## config.mk

```make
export PLATFORM = sky130hd
export DESIGN_NAME = mbr_ebr_partition_walker_core
export DESIGN_NICKNAME = d
export VERILOG_FILES = /design/src/mbrw_pkg.sv /design/src/mbrw_capture.sv /design/src/mbrw_scan.sv /design/src/mbr_ebr_partition_walker_core.sv
export SDC_FILE = /design/constraint.sdc
export NUM_CORES = 1
export LEC_CHECK = 0
export BUFFER_PORTS_ARGS = -buffer_cell sky130_fd_sc_hd__buf_2
export CAP_MARGIN = 25
export CORE_MARGIN = 2
export CORE_UTILIZATION = 40
export CTS_BUF_LIST = sky130_fd_sc_hd__clkbuf_8
export DETAILED_ROUTE_END_ITERATION = 8
export GPL_ROUTABILITY_DRIVEN = 0
export PLACE_DENSITY_LB_ADDON = 0.3
export REMOVE_ABC_BUFFERS = 1
export SETUP_SLACK_MARGIN = 0.2
export SLEW_MARGIN = 15
export SYNTH_ARGS = -nofsm -noshare
export SYNTH_HDL_FRONTEND = slang
export SYNTH_SLANG_ARGS = --single-unit
```

## constraint.sdc

```tcl
create_clock -name clk -period 6.9 [get_ports clk]
set_input_delay 0.69 -clock clk [delete_from_list [all_inputs] [get_ports clk]]
set_output_delay 0.69 -clock clk [all_outputs]
set_load 0.02 [all_outputs]
```

## src/mbrw_pkg.sv

```systemverilog
// Shared types and constants of the boot-record partition walker.
`default_nettype none
package mbrw_pkg;

  localparam int MBR_RECORDS  = 4;
  localparam int EBR_RECORDS  = 2;
  localparam int REC_BYTES    = 16;
  localparam int TABLE_OFFSET = 446;
  localparam int TABLE_SPAN   = REC_BYTES * MBR_RECORDS;
  localparam int SIG_OFFSET   = 510;
  localparam int REC_IDX_W    = $clog2(MBR_RECORDS);

  localparam logic [15:0] BOOT_SIG   = 16'hAA55;
  localparam logic [7:0]  EXT_CHS    = 8'h05;
  localparam logic [7:0]  EXT_LBA    = 8'h0F;
  localparam logic [7:0]  TYPE_EMPTY = 8'h00;
  localparam int          ACTIVE_BIT = 7;

  typedef enum logic [1:0] {
    KIND_ENTRY  = 2'd0,
    KIND_FETCH  = 2'd1,
    KIND_DONE   = 2'd2,
    KIND_BADSIG = 2'd3
  } kind_t;

  typedef struct packed {
    logic        active;
    logic [7:0]  ptype;
    logic [31:0] lba;
    logic [31:0] count;
  } rec_t;

  typedef struct packed {
    logic sector_end;
    logic sig_ok;
  } cap_status_t;

  typedef struct packed {
    kind_t       kind;
    logic [7:0]  entry_type;
    logic        active;
    logic        primary;
    logic [33:0] start_sector;
    logic [31:0] size_sectors;
    logic [32:0] next_sector;
    logic [7:0]  part_count;
    logic        last;
  } res_t;

endpackage
`default_nettype wire

```

## src/mbrw_capture.sv

```systemverilog
// Byte counter and capture of the partition records and boot signature.
`default_nettype none
module mbrw_capture import mbrw_pkg::*; #(
  parameter int SECTOR_BYTES = 512
) (
  input  wire logic                 clk,
  input  wire logic                 rst,
  input  wire logic                 accept,
  input  wire logic [7:0]           sector_byte,
  input  wire logic [REC_IDX_W-1:0] rd_idx,
  output rec_t                      rec,
  output cap_status_t               status
);

  localparam int OFF_W = $clog2(SECTOR_BYTES);
  localparam int REL_W = $clog2(TABLE_SPAN);

  logic [OFF_W-1:0] byte_offset;
  logic [7:0]       signature_low;
  logic [7:0]       signature_high;
  rec_t             record_store [MBR_RECORDS];

  logic             at_end;
  logic             in_table;
  logic [OFF_W-1:0] rel_full;
  logic [REL_W-1:0] rel;
  logic [REC_IDX_W-1:0] wr_idx;
  logic [3:0]       pos;

  assign at_end   = byte_offset == OFF_W'(SECTOR_BYTES - 1);
  assign in_table = (byte_offset >= OFF_W'(TABLE_OFFSET)) &&
                    (byte_offset < OFF_W'(TABLE_OFFSET + TABLE_SPAN));
  assign rel_full = byte_offset - OFF_W'(TABLE_OFFSET);
  assign rel      = rel_full[REL_W-1:0];
  assign wr_idx   = rel[REL_W-1:4];
  assign pos      = rel[3:0];

  always_ff @(posedge clk) begin
    if (rst) begin
      byte_offset <= '0;
    end else if (accept) begin
      byte_offset <= at_end ? '0 : byte_offset + OFF_W'(1);
    end
  end

  always_ff @(posedge clk) begin
    if (accept) begin
      if (byte_offset == OFF_W'(SIG_OFFSET)) begin
        signature_low <= sector_byte;
      end
      if (byte_offset == OFF_W'(SIG_OFFSET + 1)) begin
        signature_high <= sector_byte;
      end
      if (in_table) begin
        case (pos) inside
          4'd0:          record_store[wr_idx].active <= sector_byte[ACTIVE_BIT];
          4'd4:          record_store[wr_idx].ptype <= sector_byte;
          [4'd8:4'd11]:  record_store[wr_idx].lba[8*pos[1:0] +: 8] <= sector_byte;
          [4'd12:4'd15]: record_store[wr_idx].count[8*pos[1:0] +: 8] <= sector_byte;
          default: ;
        endcase
      end
    end
  end

  assign rec               = record_store[rd_idx];
  assign status.sector_end = accept && at_end;
  assign status.sig_ok     = {signature_high, signature_low} == BOOT_SIG;

endmodule
`default_nettype wire

```

## src/mbrw_scan.sv

```systemverilog
// Record scan sequencer with the shared sector adder and the result register.
`default_nettype none
module mbrw_scan import mbrw_pkg::*; (
  input  wire logic                 clk,
  input  wire logic                 rst,
  input  wire logic                 cfg_write,
  input  wire logic [7:0]           cfg_data,
  input  cap_status_t               status,
  input  rec_t                      rec,
  output logic [REC_IDX_W-1:0]      rd_idx,
  output logic                      idle,
  output res_t                      res,
  output logic                      res_valid,
  input  wire logic                 res_ready
);

  typedef enum logic [3:0] {
    S_IDLE  = 4'b0001,
    S_CHECK = 4'b0010,
    S_SCAN  = 4'b0100,
    S_FINAL = 4'b1000
  } state_t;

  state_t               state, state_next;
  logic [REC_IDX_W-1:0] idx, idx_next;
  logic [32:0]          current_sector, current_sector_next;
  logic [32:0]          first_ebr_sector, first_ebr_sector_next;
  logic [32:0]          link_sector, link_sector_next;
  logic                 in_ebr, in_ebr_next;
  logic [7:0]           found_count, found_count_next;
  logic                 limit_hit, limit_hit_next;
  logic [7:0]           max_parts;
  res_t                 res_next;
  logic                 load;

  logic                 free;
  logic                 is_empty;
  logic                 is_ext;
  logic [33:0]          add_a;
  logic [33:0]          sum;
  logic [7:0]           found_inc;
  logic [REC_IDX_W-1:0] last_idx;
  logic                 emit_entry;

  assign free       = !res_valid || res_ready;
  assign is_empty   = rec.ptype == TYPE_EMPTY;
  assign is_ext     = (rec.ptype == EXT_CHS) || (rec.ptype == EXT_LBA);
  assign add_a      = is_ext ? {1'b0, first_ebr_sector} : {1'b0, current_sector};
  assign sum        = add_a + {2'b00, rec.lba};
  assign found_inc  = (found_count != 8'hFF) ? found_count + 8'd1 : found_count;
  assign last_idx   = in_ebr ? REC_IDX_W'(EBR_RECORDS - 1) : REC_IDX_W'(MBR_RECORDS - 1);
  assign emit_entry = !is_empty && !is_ext && (max_parts != 8'd0);
  assign rd_idx     = idx;
  assign idle       = state == S_IDLE;

  always_comb begin
    state_next            = state;
    idx_next              = idx;
    current_sector_next   = current_sector;
    first_ebr_sector_next = first_ebr_sector;
    link_sector_next      = link_sector;
    in_ebr_next           = in_ebr;
    found_count_next      = found_count;
    limit_hit_next        = limit_hit;
    load                  = 1'b0;
    res_next              = '0;
    res_next.kind         = KIND_ENTRY;
    res_next.part_count   = found_count;

    case (state)
      S_IDLE: begin
        if (status.sector_end) begin
          state_next = S_CHECK;
        end
      end
      S_CHECK: begin
        if (!status.sig_ok) begin
          if (free) begin
            load                  = 1'b1;
            res_next.kind         = KIND_BADSIG;
            res_next.last         = 1'b1;
            current_sector_next   = '0;
            first_ebr_sector_next = '0;
            link_sector_next      = '0;
            in_ebr_next           = 1'b0;
            found_count_next      = '0;
            state_next            = S_IDLE;
          end
        end else begin
          link_sector_next = '0;
          limit_hit_next   = 1'b0;
          idx_next         = '0;
          state_next       = S_SCAN;
        end
      end
      S_SCAN: begin
        if (!emit_entry || free) begin
          if (idx == last_idx) begin
            state_next = S_FINAL;
          end else begin
            idx_next = idx + REC_IDX_W'(1);
          end
          if (is_empty) begin
            if (in_ebr) begin
              link_sector_next = '0;
              state_next       = S_FINAL;
            end
          end else if (is_ext) begin
            link_sector_next = sum[32:0];
          end else begin
            found_count_next = found_inc;
            if (max_parts != 8'd0) begin
              load                  = 1'b1;
              res_next.kind         = KIND_ENTRY;
              res_next.entry_type   = rec.ptype;
              res_next.active       = rec.active;
              res_next.primary      = !in_ebr;
              res_next.start_sector = sum;
              res_next.size_sectors = rec.count;
              res_next.part_count   = found_inc;
              if (found_inc >= max_parts) begin
                limit_hit_next = 1'b1;
                state_next     = S_FINAL;
              end
            end
          end
        end
      end
      S_FINAL: begin
        if (free) begin
          load          = 1'b1;
          res_next.last = 1'b1;
          state_next    = S_IDLE;
          if ((link_sector != '0) && !limit_hit) begin
            res_next.kind        = KIND_FETCH;
            res_next.next_sector = link_sector;
            if (!in_ebr) begin
              first_ebr_sector_next = link_sector;
            end
            current_sector_next = link_sector;
            in_ebr_next         = 1'b1;
          end else begin
            res_next.kind         = KIND_DONE;
            current_sector_next   = '0;
            first_ebr_sector_next = '0;
            link_sector_next      = '0;
            in_ebr_next           = 1'b0;
            found_count_next      = '0;
          end
        end
      end
      default: begin
        state_next = S_IDLE;
      end
    endcase
  end

  always_ff @(posedge clk) begin
    if (rst) begin
      state            <= S_IDLE;
      idx              <= '0;
      current_sector   <= '0;
      first_ebr_sector <= '0;
      link_sector      <= '0;
      in_ebr           <= 1'b0;
      found_count      <= '0;
      limit_hit        <= 1'b0;
      max_parts        <= '0;
      res_valid        <= 1'b0;
    end else begin
      state            <= state_next;
      idx              <= idx_next;
      current_sector   <= current_sector_next;
      first_ebr_sector <= first_ebr_sector_next;
      link_sector      <= link_sector_next;
      in_ebr           <= in_ebr_next;
      found_count      <= found_count_next;
      limit_hit        <= limit_hit_next;
      if (cfg_write) begin
        max_parts <= cfg_data;
      end
      if (load) begin
        res_valid <= 1'b1;
      end else if (res_ready) begin
        res_valid <= 1'b0;
      end
    end
  end

  always_ff @(posedge clk) begin
    if (load) begin
      res <= res_next;
    end
  end

endmodule
`default_nettype wire

```

## src/mbr_ebr_partition_walker_core.sv

```systemverilog
// Top level of the MBR/EBR partition walker.
// Sector bytes are taken one per cycle while in_ready is high, offsets 0 to
// SECTOR_BYTES-1 in order, starting with the MBR at sector 0. After the last
// byte of a sector in_ready drops while the sequencer checks the signature and
// walks the records through the shared sector adder, one record per cycle
// while the result register is free (up to 4 for the MBR, 2 for an EBR), then
// issues the closing word; in_ready also stays low while the sequencer waits
// on out_ready. Each sector yields zero or more entry words followed by one
// fetch, done or bad-signature word with last set; a fetch word names the
// sector to feed next. max_parts is to be written by the user through the
// cfg channel only while the block is idle, which the block does not enforce.
`default_nettype none
module mbr_ebr_partition_walker_core import mbrw_pkg::*; #(
  parameter int SECTOR_BYTES = 512
) (
  input  wire logic        clk,
  input  wire logic        rst,
  input  wire logic        cfg_valid,
  output logic             cfg_ready,
  input  wire logic [7:0]  max_parts,
  input  wire logic        in_valid,
  output logic             in_ready,
  input  wire logic [7:0]  sector_byte,
  output logic             out_valid,
  input  wire logic        out_ready,
  output logic [1:0]       kind,
  output logic [7:0]       entry_type,
  output logic             active,
  output logic             primary,
  output logic [33:0]      start_sector,
  output logic [31:0]      size_sectors,
  output logic [32:0]      next_sector,
  output logic [7:0]       part_count,
  output logic             last
);

  logic                 accept;
  logic                 idle;
  logic [REC_IDX_W-1:0] rd_idx;
  rec_t                 rec;
  cap_status_t          status;
  res_t                 res;

  assign cfg_ready = 1'b1;
  assign in_ready  = idle;
  assign accept    = in_valid && in_ready;

  mbrw_capture #(
    .SECTOR_BYTES(SECTOR_BYTES)
  ) u_capture (
    .clk         (clk),
    .rst         (rst),
    .accept      (accept),
    .sector_byte (sector_byte),
    .rd_idx      (rd_idx),
    .rec         (rec),
    .status      (status)
  );

  mbrw_scan u_scan (
    .clk       (clk),
    .rst       (rst),
    .cfg_write (cfg_valid && cfg_ready),
    .cfg_data  (max_parts),
    .status    (status),
    .rec       (rec),
    .rd_idx    (rd_idx),
    .idle      (idle),
    .res       (res),
    .res_valid (out_valid),
    .res_ready (out_ready)
  );

  assign kind         = res.kind;
  assign entry_type   = res.entry_type;
  assign active       = res.active;
  assign primary      = res.primary;
  assign start_sector = res.start_sector;
  assign size_sectors = res.size_sectors;
  assign next_sector  = res.next_sector;
  assign part_count   = res.part_count;
  assign last         = res.last;

endmodule
`default_nettype wire

```

Word-level counts from Yosys, hierarchy flattened
Memories as Yosys holds them, arrays and structs flattened. A register that Yosys moved wholly into a read port is not among the register bits.
Index checks and enable logic that the tools add are counted.
{"block": "classes", "n_reduce_logical": 36, "mux": 102, "eq_ne": 28, "n_addsub": 6, "magnitude_cmp": 7, "n_shift": 2, "n_bitwise": 3}
{"cell": "33-bit 2-to-1 mux", "count": 13}
{"cell": "78-bit 2-to-1 mux", "count": 3}
{"cell": "33-bit one-hot mux with 2 select lines", "count": 2}
{"cell": "8-bit 2-to-1 mux", "count": 13}
{"cell": "33-bit one-hot mux with 3 select lines", "count": 1}
{"cell": "76-bit 2-to-1 mux", "count": 1}
{"cell": "32-bit 2-to-1 mux", "count": 2}
{"cell": "4-bit 2-to-1 mux", "count": 10}
{"cell": "1-bit 2-to-1 mux", "count": 38}
{"cell": "34-bit by 32-bit adder with 34-bit output", "count": 1}
{"cell": "5-bit negator with 34-bit output", "count": 1}
{"cell": "8-bit by 34-bit variable shift with 32-bit output (first input constant)", "count": 1}
{"cell": "8-bit by 34-bit variable part select with 32-bit output", "count": 1}
{"cell": "33-bit nonzero test", "count": 1}
{"cell": "8-bit one-hot mux with 3 select lines", "count": 1}
{"cell": "2-bit 2-to-1 mux", "count": 10}
{"cell": "9-bit == test (second input constant)", "count": 2}
{"cell": "16-bit == test (second input constant)", "count": 1}
{"cell": "4-bit one-hot mux with 4 select lines", "count": 1}
{"cell": "2-bit by 1-bit != test with 1-bit output (second input constant)", "count": 7}
{"cell": "2-bit != test (second input constant)", "count": 5}
{"cell": "9-bit by 1-bit adder with 9-bit output (second input constant)", "count": 1}
{"cell": "9-bit greater-or-equal comparator (second input constant)", "count": 1}
{"cell": "9-bit < comparator (second input constant)", "count": 1}
{"cell": "38 further kinds", "count": 66}
{"block": "totals", "memories": 1, "regBits": 269, "output_inout_bits": 123, "ramBits": 292}
{"name": "u_capture.record_store", "words": 4, "width": 73, "rd": 1, "rd_clocked_by_memory_dff": 1, "wr": 1, "line": "mbrw_capture.sv:21", "source": "rec_t record_store [MBR_RECORDS];"}

Logic depth before layout (Yosys ltp)
Gate-level depths: netlist (run 1).
{"block": "depth", "word_depth": 11, "mapped_depth": 15, "mapped_depth_nobuf": 14}

Modules after synthesis
From an unflattened synthesis (run 1), not the netlist that was laid out.
{"block": "unflattened", "hier_cells": 1710, "hier_area_um2": 23759.0}
{"mod": "mbrw_capture", "seq_area_each_um2": 9429.0, "instances": 1, "cells_each": 580, "area_per_inst_um2": 12258.0}
{"mod": "mbrw_scan", "seq_area_each_um2": 6085.8, "instances": 1, "cells_each": 1127, "area_per_inst_um2": 11483.5}
{"mod": "mbr_ebr_partition_walker_core", "seq_area_each_um2": 0.0, "instances": 1, "cells_each": 3, "area_per_inst_um2": 17.5}

Worst setup path after synthesis (run 1)
Ideal clock, no wire load.
{"block": "synth_timing", "path_kind": "register -> register", "startpoint": "register with a tool-made name", "endpoint": "register, netlist name u_scan.res[0]", "setup_ns": 0.483, "required_time_ns": 6.417, "arrival_ns": 4.913, "setup_slack_ns": 1.504, "stages_incl_launch_ff": 10, "period_less_slack_ns": 5.396, "cell_sequence": "dfxtp_1 buf_4 mux4_2 xor2_1 nor2_1 o31ai_2 nand3_1 buf_2 buf_2 nand2_1"}

==> metrics.yaml, run 1 <==
multiInputGateArea_um2: 7680
viasPerCell: 5.45
hold_viol_final: 0
cts_resized: 0
start_util_pct: 40.3
post-cts-setup-buffers: 0
area_delta_synth_final_pct: 14.2
dpl.hpwl_um: 39300
syn-cell-area_um2: 23700
core_um2: 58800
maxSlewHeadroom_pct: 32.6
n_antenna_cell: 0
fin_crit_sh_pct: 84.9
internal-power_w: 0.00511
final_cell_area_um2: 27000
clk_path_buf_depth: 3
hold_class: "in2reg"
critPathBufInv: 2
netSwitchingPower_w: 0.00142
yosysSeqAreaShare_pct: 65.7
crit_chain: "buf_4, mux4_2, xor2_1, nor3_4, buf_4, mux2_2, ha_1, and3_1, o2111ai_1, or3_1, a31oi_1, o21ai_0, a21boi_0, nor3_1"
synth_top_area_cell: "edfxtp_1"
num_io_pins: 144
vias: 15000
synth_top_area_share_pct: 54.3
clkLatencyLatePin_ns: 0.70
portBuffers: 142
synth_edf_count: 428
yosys_warnings: 0
synthFlopType: "edfxtp_1"
grt_usage_pct: 19.3
swShare_pct: 21.8
rsz0062_at_grt: "false"
period_needed_ns: 5.86
die_width_um: 247
cpPeakStageDelay_ns: 0.64
fin_skew_ns: 0.0446
htree_levels: 3
cap_violations: 0
slowest_stage: "mux4_2"
core.rowCount: 89
combPwrFrac_pct: 1.5
antenna_left: 0
cts_tree: "done"
die_area_um2: 61200
vdd_drop_max_uv: 172
clockRootBuffer: "clkbuf_8"
clk_pin_slew_ns: 0.06
fmax_ghz: 0.171
cts_sinks: 563
dp_slack_ns: 1.13
dieHeight_um: 247
whs_ns: 0.244
seq_area_um2: 15600
drtIter0Drc: 1385
cpLargestDelayFamily: "compound AO/OA/AOI/OAI gates"
worst-slew-pin-transition_ns: 1.01
avgRoutedWirePerCell_um: 21.5
async_reset_ff_share_pct: 0
finalWirelength_um: 59100
critPathKind: "reg2reg"
crit_arrival_ns: 6.24
synth_area_leaders: "edfxtp_1 (54%), dfxtp_1 (11%), mux4_2 (6.9%)"
start_kind: "flip-flop"
drcViolationCount: 0
crit_fanout: 36
syn_avg_cell_area_um2: 13.6
p_leak_nw: 9.99
yosysUniqueCellTypes: 72
postCtsHoldBufs: 0
cts_buffers: 92
setup_ws_ns: 1.04
fill_cells: 5253
grt_max_degree: 66
crit_top_cell: "buf_4"
p_seq_share_pct: 55.6
grt_pass1_vias: 14700
grt_pass1_wl_um: 88400
clkPwrFrac_pct: 42.9
place_area_um2: 25200
antenna_found_initial: 2
synthCells: 1735
pwr_density_cell_nw_per_um2: 242
drive_gt1_share_pct: 20.8
grt_overflow: 0
crit_required_ns: 7.28
cp-end-kind: "flip-flop"
synth-seq-cells: 563
slew_violations: 0
setup_violations: 0
dr.pass1.iters: 6
status: "finished clean"
fin_nets: 1976
## metal layers
| metal | vias to the layer above | part of all wire, % | global-route usage, % | wire (um) |
|---|---|---|---|---|
| met5 | - | 0 | 0 | 0 |
| met1 | 7452 | 44 | 26.5 | 25800 |
| li1 | 6880 | - | - | - |
| met2 | 557 | 47 | 30.8 | 27800 |
| met3 | 111 | 6.5 | 3.90 | 3830 |
| met4 | 0 | 2.7 | 6.23 | 1580 |
## power groups by stage
stage                     Combinational, W  Sequential [W]  Clock (W)
after floorplan                  0.0000432         0.00370          0
after global placement           0.0000934         0.00371          0
after detailed placement         0.0000973         0.00371          0
after CTS                        0.0000978         0.00363    0.00287
after global routing              0.000107         0.00363    0.00301
final                            0.0000976         0.00364    0.00280
## area by class of cell
type | count | area share, %
inverters | 26 | 0.361
multi-input cells | 1054 | 28.4
well taps | 773 | 3.58
clock inverters | 66 | 1.37
repair buffers | 167 | 3.47
flip-flops and latches | 563 | 57.5
clock buffers | 103 | 5.24
## per-stage QoR
step | setup TNS, ns | cells | utilization (%) | power (W)
after global placement | 0 | 2581 | 42.9 | 0.00380
final | 0 | 2752 | 46.0 | 0.00653
after CTS | 0 | 2750 | 45.9 | 0.00660
after global routing | 0 | 2752 | 46.0 | 0.00675
after detailed placement | 0 | 2581 | 42.9 | 0.00380
after floorplan | -254.51 | 1643 | - | 0.00375
## worst register-to-register path: stages, from the launching register on
cell and delay, ns:
dfxtp_4 0.39, buf_4 0.62, mux4_2 0.65, xor2_1 0.21, nor3_4 0.50, buf_4 0.37, mux2_2 0.37, ha_1 0.43
and3_1 0.29, o2111ai_1 0.12, or3_1 0.36, a31oi_1 0.49, o21ai_0 0.34, a21boi_0 0.32, nor3_1 0.09
## synth_stat cells, types with 20 or more instances
cell and instances:
edfxtp_1 428, nor2_1 152, dfxtp_1 135, nand2_1 123
a21oi_1 119, and2_1 82, mux4_2 73, nand3_1 65
clkbuf_1 62, and3_1 50, ha_1 50, o21ai_0 36
mux2_2 32, inv_1 26, o21ai_1 21, xnor2_1 20
## state kept, by name (all words and copies together) (netlist names), 2 cells and up, named ones only
signal,count
u_capture.byte_offset,9
u_scan.link_sector,33
u_capture.signature_high,8
u_capture.signature_low,8
u_scan.found_count,8
u_scan.rd_idx,2
u_scan.current_sector,33
u_scan.max_parts,8
u_scan.res,120
u_scan.first_ebr_sector,33
u_capture.record_store,292
u_scan.state,4
## kinds of logic (layout without fill, tap and decap cells)
group                    Yosys count  after routing  share of synthesized area (%)
AO/OA/AOI/OAI                    282            282                           7.28
XOR/XNOR                          35             35                           1.29
adder cells (fa/ha/maj)           51             51                           2.73
buffers and inverters            118            362                           2.02
flip-flops                       563            563                           65.7
multiplexers                     117            117                           8.97
other                              1              1                         0.0158
AND/OR/NAND/NOR                  568            568                           12.0
## cell usage in the layout, fill, tap and decap left out, types with 7 or more instances in the layout
master and instances:
a211oi_1 10, a21o_1 17, a21oi_1 118, a31oi_1 9, and2_1 82, and3_1 49, buf_2 141, buf_4 23
clkbuf_8 103, clkinv_1 12, clkinv_2 10, dfxtp_1 133, edfxtp_1 428, ha_1 50, inv_1 62, mux2_2 32
mux2i_1 12, mux4_2 73, nand2_1 122, nand2b_1 7, nand3_1 65, nand4_1 9, nor2_1 152, nor2b_1 10
nor3_1 19, nor4_1 10, o21a_1 14, o21ai_0 35, o21ai_1 21, o31ai_1 9, xnor2_1 20, xor2_1 15
## final timing paths
path                            cells after the start                          end  slack (ns)                   startpoint
worst max-delay path                               14              u_scan.res[103]        1.04                    flip-flop
worst min-delay path                                3          u_scan.max_parts[2]        0.24                 max_parts[2]
worst max register to register                     14              u_scan.res[103]        1.04                    flip-flop
worst min register to register                      2  u_scan.first_ebr_sector[19]        0.45  u_scan.first_ebr_sector[19]
(Power assumes the default switching activity.)
==> inputs of run 2 (changes only) <==
Clock period 6.9 ns to 5.9 ns, I/O delays scaled along.
==> metrics.yaml, run 2 (same netlist as run 1, synthesis figures left out) <==
grt_max_degree: 80  # was 66
drive_gt1_share_pct: 20.9  # was 20.8%
fin_crit_sh_pct: 87.3  # was 84.9%
place_area_um2: 25200  # about the same
fmax_ghz: 0.194  # was 0.171 GHz
drtIter0Drc: 1402  # was 1385
rsz0062_at_grt: "false"  # unchanged
status: "finished clean"  # unchanged
internal-power_w: 0.00600  # was 0.00511 W
fill_cells: 5234  # was 5253
crit_fanout: 36  # unchanged
postCtsHoldBufs: 0  # unchanged
netSwitchingPower_w: 0.00168  # was 0.00142 W
vdd_drop_max_uv: 157  # was 172 uV
cts_sinks: 563  # unchanged
p_leak_nw: 10.0  # was 9.99 nW
crit_required_ns: 6.31  # was 7.28 ns
hold_viol_final: 0  # unchanged
utilization_pct: 46.1  # was 46.0%
grt_pass1_wl_um: 88700  # was 88400 um
instances_no_fill: 2760  # was 2752
multiInputGateArea_um2: 7680  # unchanged
clk_pin_slew_ns: 0.06  # about the same
portBuffers: 142  # unchanged
mostFrequentLayoutCell: "edfxtp_1"  # unchanged
start_kind: "flip-flop"  # unchanged
start_util_pct: 40.3  # unchanged
finalWirelength_um: 58900  # was 59100 um
power_w: 0.00767  # was 0.00653 W
seq_area_um2: 15600  # unchanged
cts_resized: 0  # unchanged
largest_register: "u_capture.record_store"  # unchanged
num_io_pins: 144  # unchanged
fin_skew_ns: 0.0537  # was 0.0446 ns
clockRootBuffer: "clkbuf_8"  # unchanged
cap_violations: 0  # unchanged
r2r_end: "u_scan.res[103]"  # unchanged
worst-slew-pin-transition_ns: 1.09  # was 1.01 ns
combPwrFrac_pct: 1.5  # about the same
n_antenna_cell: 0  # unchanged
crit_end: "u_scan.res[103]"  # unchanged
crit_arrival_ns: 5.56  # was 6.24 ns
period_needed_ns: 5.15  # was 5.86 ns
cp-end-kind: "flip-flop"  # unchanged
clkLatencyLatePin_ns: 0.71  # was 0.70 ns
swShare_pct: 21.8  # about the same
cts_buffers: 95  # was 92
dpl.hpwl_um: 39300  # about the same
dieHeight_um: 247  # unchanged
final_cell_area_um2: 27100  # was 27000 um^2
antenna_found_initial: 4  # was 2
reg2reg_depth: 13  # was 14
dr.pass1.iters: 5  # was 6
setup_violations: 0  # unchanged
slew_violations: 0  # unchanged
hold_class: "in2reg"  # unchanged
fin_nets: 1981  # was 1976
avgRoutedWirePerCell_um: 21.3  # was 21.5 um
post-cts-setup-buffers: 0  # unchanged
core.rowCount: 89  # unchanged
critPathKind: "reg2reg"  # unchanged
area_delta_synth_final_pct: 14.4  # was 14.2%
maxSlewHeadroom_pct: 27.4  # was 32.6%
reg.largest.list: "u_capture.record_store x292, u_scan.res x120"  # unchanged
die_width_um: 247  # unchanged
htree_levels: 3  # unchanged
vias: 15100  # was 15000
viasPerCell: 5.46  # was 5.45
p_seq_share_pct: 55.4  # was 55.6%
largest_register_ffs: 292  # unchanged
clkPwrFrac_pct: 43.1  # was 42.9%
pwr_density_cell_nw_per_um2: 283  # was 242 nW/um^2
grt_pass1_vias: 14800  # was 14700
die_area_um2: 61200  # unchanged
core_um2: 58800  # unchanged
antenna_left: 0  # unchanged
grt_usage_pct: 19.3  # about the same
hold_start: "max_parts[1]"  # was max_parts[2]
mostFrequentLayoutCells: "edfxtp_1 (428), nor2_1 (152), buf_2 (141), dfxtp_1 (133), nand2_1 (122)"  # unchanged
dpl.cell_count: 2584  # was 2581
grt_overflow: 0  # unchanged
clk_path_buf_depth: 3  # unchanged
drcViolationCount: 0  # unchanged
cts_tree: "done"  # unchanged
rrSetupSlack_ns: 0.75  # was 1.04 ns
run 2: changes by cell type in the layout (fill, tap and decap cells not counted), sizes merged:
cell / delta
buf: +2
clkinv: +4
clkbuf: +1
clkinvlp: +1
run 2: worst min-delay path by stage:
stage                                        endpoint  slack (ns)  cells past startpoint
after floorplan            u_scan.first_ebr_sector[0]        0.42                      2
after global placement    u_scan.first_ebr_sector[22]        0.44                      2
after detailed placement   u_scan.first_ebr_sector[7]        0.44                      2
after CTS                         u_scan.max_parts[1]        0.11                      3
after global routing              u_scan.max_parts[1]        0.15                      3
final                             u_scan.max_parts[1]        0.17                      3
run 2: critical path: stages, from the launching register on:
cell and delay, ns:
dfxtp_4 0.44, mux4_2 0.53, or4_4 0.61, nor3_4 0.24
buf_12 0.27, mux2_2 0.37, ha_1 0.41, and3_1 0.31
o2111ai_1 0.12, or3_1 0.38, a31oi_1 0.44, o21ai_0 0.34
a21boi_0 0.31, nor3_1 0.08
run 2: power by group through the flow:
stage               Sequential (W)  Combinational (W)  Clock (W)
floorplan                  0.00433          0.0000505          0
global placement           0.00433           0.000109          0
detailed placement         0.00433           0.000114          0
CTS                        0.00425           0.000114    0.00339
global route               0.00425           0.000125    0.00356
finish                     0.00425           0.000115    0.00331
run 2: final cells by class:
cell class	count	area share (%)
flip-flops and latches	563	57.4
multi-input cells	1054	28.4
clock buffers	104	5.28
well taps	773	3.57
repair buffers	169	3.55
clock inverters	71	1.44
inverters	26	0.360
run 2: through the flow:
step	hold slack [ns]	TNS [ns]	worst slack (ns)
after floorplan	0.422	-440.30	-2.83
after global placement	0.435	0	0.919
after detailed placement	0.443	0	0.829
after CTS	0.106	0	0.787
after global routing	0.147	0	0.404
final	0.175	0	0.749
run 2: layer usage:
metal	global-route usage [%]	vias to the layer above	routed length, um
met2	30.6	590	27500
met4	5.81	0	1450
met5	0	-	0
li1	-	6905	-
met1	26.8	7439	26100
met3	3.77	123	3920
